File: src/rtl/core/assert_macros.svh
// Assertion macros shared by the charge-end capacity RTL.
// Expects clk and arst_n in the including module's scope.
`ifndef ASSERT_MACROS_SVH
`define ASSERT_MACROS_SVH

// property must hold at every clock edge outside reset
`define ASSERT_PROP(lbl, prop, msg) \
	lbl: assert property (@(posedge clk) disable iff (!arst_n) prop) \
		else $error(msg);

// expression must never be true outside reset
`define ASSERT_NEVER(lbl, expr, msg) \
	lbl: assert property (@(posedge clk) disable iff (!arst_n) !(expr)) \
		else $error(msg);

`endif

File: src/rtl/core/cecb_pkg.sv
// Constants, widths and lookup tables for the charge-end capacity block.
// No dependencies; used by cecb_div and charge_end_capacity_bilinear.
package cecb_pkg;

	localparam int VOLT_POINTS = 8;
	localparam int TEMP_POINTS = 8;
	localparam int VIDX_W      = $clog2(VOLT_POINTS);
	localparam int TIDX_W      = $clog2(TEMP_POINTS);

	localparam int V_W     = 13;
	localparam int T_W     = 8;
	localparam int CAP_W   = 16;
	localparam int FAC_W   = 16;
	localparam int TAB_W   = 14;
	localparam int U_W     = 13;
	localparam int W_W     = 7;
	localparam int DV_W    = 8;
	localparam int DT_W    = 4;
	localparam int DEN_W   = DV_W + DT_W;
	localparam int LO_W    = 24;
	localparam int P_W     = 32;

	localparam int DIV_QW  = 16;
	localparam int DIV_DW  = 17;
	localparam int DIV_NW  = DIV_DW + DIV_QW;
	localparam int DIV_LAT = DIV_QW + 1;
	localparam int LATENCY = 5 + 2 * DIV_LAT;

	localparam int APB_DW  = 32;
	localparam int ADDR_W  = 3;

	localparam logic REG_FULL_CAP = 1'b0;
	localparam logic [CAP_W-1:0] FULL_CAP_RST = CAP_W'(12000);

	localparam logic [V_W-1:0] VOLT_BP [VOLT_POINTS] = '{
		13'd3389, 13'd3399, 13'd3403, 13'd3422, 13'd3440, 13'd3475, 13'd3630, 13'd3650
	};

	localparam logic signed [T_W-1:0] TEMP_BP [TEMP_POINTS] = '{
		8'sd0, 8'sd5, 8'sd10, 8'sd15, 8'sd20, 8'sd25, 8'sd35, 8'sd45
	};

	// rows: temperature, columns: voltage
	localparam logic [TAB_W-1:0] CAP_TAB [TEMP_POINTS][VOLT_POINTS] = '{
		'{14'd6989,  14'd7429,  14'd7718,  14'd9350,
		  14'd10541, 14'd11360, 14'd11878, 14'd11900},
		'{14'd7596,  14'd8030,  14'd8692,  14'd10437,
		  14'd11178, 14'd11675, 14'd12000, 14'd12000},
		'{14'd8179,  14'd9878,  14'd10557, 14'd11446,
		  14'd11786, 14'd12000, 14'd12000, 14'd12000},
		'{14'd9932,  14'd11100, 14'd11360, 14'd11812,
		  14'd12000, 14'd12000, 14'd12000, 14'd12000},
		'{14'd10784, 14'd11527, 14'd11728, 14'd12000,
		  14'd12000, 14'd12000, 14'd12000, 14'd12000},
		'{14'd11458, 14'd11884, 14'd12000, 14'd12000,
		  14'd12000, 14'd12000, 14'd12000, 14'd12000},
		'{14'd11919, 14'd12000, 14'd12000, 14'd12000,
		  14'd12000, 14'd12000, 14'd12000, 14'd12000},
		'{14'd12000, 14'd12000, 14'd12000, 14'd12000,
		  14'd12000, 14'd12000, 14'd12000, 14'd12000}
	};

endpackage

File: src/rtl/core/cecb_div.sv
// Pipelined restoring divider, one quotient bit per stage, saturating quotient.
// Depends on cecb_pkg and assert_macros.svh.
`include "assert_macros.svh"

module cecb_div (
	input  logic                          clk,
	input  logic                          arst_n,
	input  logic                          in_valid,
	input  logic [cecb_pkg::DIV_NW-1:0]   num,
	input  logic [cecb_pkg::DIV_DW-1:0]   den,
	output logic                          out_valid,
	output logic [cecb_pkg::DIV_QW-1:0]   quo
);

	localparam int L = cecb_pkg::DIV_LAT - 1;

	logic [cecb_pkg::DIV_LAT-1:0]  vld_s;
	logic [cecb_pkg::DIV_NW-1:0]   rem_s [cecb_pkg::DIV_LAT];
	logic [cecb_pkg::DIV_DW-1:0]   den_s [cecb_pkg::DIV_LAT];
	logic [cecb_pkg::DIV_QW-1:0]   quo_s [cecb_pkg::DIV_LAT];
	logic                          sat_s [cecb_pkg::DIV_LAT];
	logic                          sat_in;
	logic                          rem_ok;

	assign sat_in = num >= {den, {cecb_pkg::DIV_QW{1'b0}}};

	always_ff @(posedge clk or negedge arst_n) begin
		if (!arst_n) begin
			vld_s <= '0;
		end else begin
			vld_s <= {vld_s[cecb_pkg::DIV_LAT-2:0], in_valid};
		end
	end

	always_ff @(posedge clk) begin
		rem_s[0] <= num;
		den_s[0] <= den;
		quo_s[0] <= '0;
		sat_s[0] <= sat_in;
	end

	for (genvar p = 1; p < cecb_pkg::DIV_LAT; p++) begin : g_bit
		localparam int K = cecb_pkg::DIV_LAT - 1 - p;
		logic [cecb_pkg::DIV_NW-1:0] sub;
		logic                        take;

		assign sub  = cecb_pkg::DIV_NW'(den_s[p-1]) << K;
		assign take = rem_s[p-1] >= sub;

		always_ff @(posedge clk) begin
			den_s[p] <= den_s[p-1];
			sat_s[p] <= sat_s[p-1];
			rem_s[p] <= take ? rem_s[p-1] - sub : rem_s[p-1];
			quo_s[p] <= take ? quo_s[p-1] | (cecb_pkg::DIV_QW'(1) << K) : quo_s[p-1];
		end
	end

	assign out_valid = vld_s[L];
	assign quo       = sat_s[L] ? '1 : quo_s[L];
	assign rem_ok    = rem_s[L] < cecb_pkg::DIV_NW'(den_s[L]);

	`ASSERT_PROP(a_div_latency, out_valid |-> $past(in_valid, cecb_pkg::DIV_LAT),
		"divider output without matching input")
	`ASSERT_PROP(a_div_saturate, in_valid && sat_in |-> ##(cecb_pkg::DIV_LAT) quo == '1,
		"overflowing quotient not saturated")
	`ASSERT_NEVER(a_div_remainder, out_valid && !sat_s[L] && !rem_ok,
		"final remainder not below divisor")

endmodule

File: config.mk
export PLATFORM = sky130hd
export DESIGN_NAME = cecb_div
export DESIGN_NICKNAME = d
export VERILOG_FILES = /design/src/rtl/core/cecb_pkg.sv /design/src/rtl/core/cecb_div.sv
export VERILOG_INCLUDE_DIRS = /design/src /design/src/rtl/core
export SDC_FILE = /design/constraint.sdc
export NUM_CORES = 2
export LEC_CHECK = 0
export BUFFER_PORTS_ARGS = -buffer_cell sky130_fd_sc_hd__buf_2
export CAP_MARGIN = 20
export CORE_ASPECT_RATIO = 2
export CORE_MARGIN = 2
export CORE_UTILIZATION = 55
export DETAILED_ROUTE_END_ITERATION = 10
export PLACE_DENSITY = 0.72
export SYNTH_ARGS = -nofsm -noshare
export SYNTH_HDL_FRONTEND = slang
export SYNTH_SLANG_ARGS = --single-unit
File: constraint.sdc
create_clock -name clk -period 3.25 [get_ports clk]
set_input_delay 0.325 -clock clk [delete_from_list [all_inputs] [get_ports clk]]
set_output_delay 0.325 -clock clk [all_outputs]
set_load 0.1 [all_outputs]
==> results.md <==
* Setup violations, final at 0
* PortBufs at 69
* Slowest cell on crit path: ha_1
* WL per Instance at 19.3 um
* R2R cell count at 11
* CTS Buf Count at 82
* Max_cap viols at 0
* Final HPWL DP at 83,800 um
* Post-synthesis cell area at about 0.04 mm^2
* Layout cells sized above 1 at 12.0%
* First-pass GRT wire length at 161,000 um
* CORE AREA at 0.0718 mm^2
* Starting density of the core at between 50 and 60%
* Vias per std cell at 5.63
* Drt first pass iters at 5
* CP endpoint kind: register
* Post-synth top flop: dfxtp_1
* Clk root buf: clkbuf_16
* Synth warn at 0
* Layout Cells excl Fill at approximately 5,500
* H-tree levels at 3
* Post-layout util at between 60% and 70%
* Tcrit/Tclk final at a little under 100%
* Routability cong. at approximately 0.98
* FFs w/ async S/R, synth at approximately 1.8%
* Critical setup path kind: reg -> reg
* Worst-path cell chain: inv_1 > ha_1 > nand4b_1 > nor3_1 > nand4_1 > nand3b_1 > a211o_1 > buf_12 > nand2_1 > a211o_1 > xnor2_1
* CTS tree: yes
* Slew HR at 29.2%
* CP Launch Type: register
* Hold Vio Cnt, Final at 0
* HP Class: in -> async
* Final min period at 3.18 ns
* Ports at 70
* DRC viols at 0
* Fill count at about 5,800
* Pwr dens at slightly below 1000 mW/mm^2
* Die Span X at 194 um
* Req. time, crit path at roughly 3.8 ns
* Final WL at between 100,000 and 150,000 um
* Site Rows at 139
* Commonest non-fill, non-tap cell in the layout: dfxtp_1
* Static leakage at ~21 nW
* Clk_lat worst skew at 0.71 ns
* Nets@finish at roughly 4,800
* P&R area growth vs syn at 16.0%
* Iteration-0 DRC Markers at about 1,000
* Die Height at a little under 400 um
* Placed Cells at 5,268
* CP max FO at 28
* Reg clk slew, reported paths at 0.07 ns
* Most used cell along the critical path: a211o_1
* Vias at 30,800
* Commonest non-fill, non-tap cells in the layout: dfxtp_1, inv_1, nand2_1
* Yosys cell types at 91
* Initial antenna violation count at 1
* DRT antenna net count at 0
* Cells after Synth at between 4,000 and 5,000
* Global route overflow at 0
* Syn nets at 4,522
* Vias in the first global route at 33,000
* Final Max Tran Viols at 0
* Status: finished, final reports clean
* Hold slack at 0.0663 ns
* Max incr delay on CP at 0.48 ns
* Avg Inst Size Synth at 9.58 um^2
* Register area share after synthesis at 48.9%
* DIE AREA at 0.0749 mm^2
* Peak Freq at 314 MHz
* Maximum vdd drop at between 0.0005 and 0.0006 V
* FF+latch count, synth at 970
* Gr usage total at between 20% and 30%
* EDFF count, synth at 0
* Largest net degree at the start of global routing at 39
* Clk_skew at a little over 0.05 ns
* Worst-Margin Slew at 1.05 ns
* # clock sinks at between 900 and 1,000
* CTS max path bufs at 3
* Critical Path AT at 3.77 ns
==> synthesized netlist by cell type, drive strengths merged (11+ instances only) <==
cell    number  area [um^2]
dfxtp      953        19100
inv        375         1410
nand2      313         1170
ha         289         3620
a21oi      273         1370
o21ai      266         1330
nor2       263          987
xnor2      158         1380
xor2       127         1110
a21o        86          646
nor3        85          430
nand3       84          420
clkbuf      69          259
nor4        66          425
nand4       52          325
o21a        49          368
nor2b       46          288
mux2        41          462
o31ai       41          308
or3         38          243
nand2b      37          231
or2         36          225
a211oi      34          255
a31oi       25          163
o21bai      25          188
or4         23          180
o211ai      22          165
and3        21          131
buf         20          115
dfrtp       17          425
nor3b       16          125
fa          15          300
nand3b      15          113
o31a        15          131
a211o       14          123
and2        12         75.1
a21boi      11          105
==> kinds of logic after synthesis <==
| logic type | count (synthesis) | synth area share [%] |
|---|---|---|
| and+or+nand+nor | 1151 | 14.5 |
| xor gates and xnor gates | 285 | 6.26 |
| muxes | 47 | 1.31 |
| AOI/OAI and AO/OA | 944 | 14.8 |
| DFF | 970 | 48.9 |
| adders and majority gates | 304 | 9.81 |
| buffers and inverters | 464 | 4.46 |
==> flip-flops by register name, indices dropped and copies added, names as in the netlist <==
| name | cells |
|---|---|
| rem_s | 528 |
| den_s | 272 |
| quo_s | 136 |
| sat_s | 17 |
| vld_s | 17 |
==> repair_timing <==
item | in CTS | in global routing
hold buffers | 52 | 0
hold endpoints to repair | 68 | 0
setup buffers | 0 | 3
pin swaps | 1 | 2
gates cloned | 0 | 1
resized for setup | 4 | 31
setup endpoints to repair | 17 | 103
==> final timing paths <==
kind                                      start               endpoint  slack, ns
max in group asynchronous                arst_n    vld_s[14]$_DFF_PN0_       2.88
max                        den_s[0][62]$_DFF_P_  rem_s[0][164]$_DFF_P_       0.07
min reg2reg                 quo_s[1][9]$_DFF_P_   quo_s[1][25]$_DFF_P_       0.32
min in group clk                        num[11]   rem_s[0][11]$_DFF_P_       0.26
min                                      arst_n    vld_s[13]$_DFF_PN0_       0.07
max reg2reg                den_s[0][62]$_DFF_P_  rem_s[0][164]$_DFF_P_       0.07
==> critical path, delay by kind of cell (launching register included) <==
kind,cells,cell delay [ns]
flops,1,0.32
buf+inv,2,0.25
xor+xnor,1,0.12
compound gates,2,0.45
fa+ha+maj,1,0.48
simple gates,5,1.46
==> power breakdown <==
part / total (mW) / internal, mW / switching (mW)
logic: 18.9 / 8.35 / 10.6
registers: 17.0 / 14.9 / 2.01
clock network: 10.1 / 5.58 / 4.56
==> routing by layer <==
metal	vias up	track usage, %	routed length [um]
li1	15100	-	-
met1	14600	16.3	26000
met4	0	34.3	14700
met5	-	0	0
met3	488	4.71	3040
met2	687	60.6	61800
==> layout make-up <==
type,count,area [um^2],area share [%]
flip-flops and latches,970,19500,42.1
multi-input cells,2732,18800,40.6
repair buffers,331,2610,5.63
clock buffers,110,2320,5.01
inverters,375,1410,3.05
well taps,916,1150,2.48
clock inverters,33,492,1.06
diodes,8,20.0,0.0432
==> per-stage QoR <==
| step | setup TNS [ns] | setup WS [ns] | cell area [um^2] | total power [mW] |
|---|---|---|---|---|
| 2_1_floorplan | 0 | 0.302 | 39900 | 29.5 |
| 3_3_place_gp | -1.99 | -0.367 | 42800 | 35.2 |
| 3_5_place_dp | -2.91 | -0.454 | 42800 | 35.6 |
| 4_1_cts | 0 | 0.000162 | 46100 | 45.9 |
| 5_1_grt | -0.0820 | -0.0391 | 46300 | 48.8 |
| 6_report | 0 | 0.0659 | 46300 | 46.0 |
Note: power is estimated with default switching activity, not from simulation.
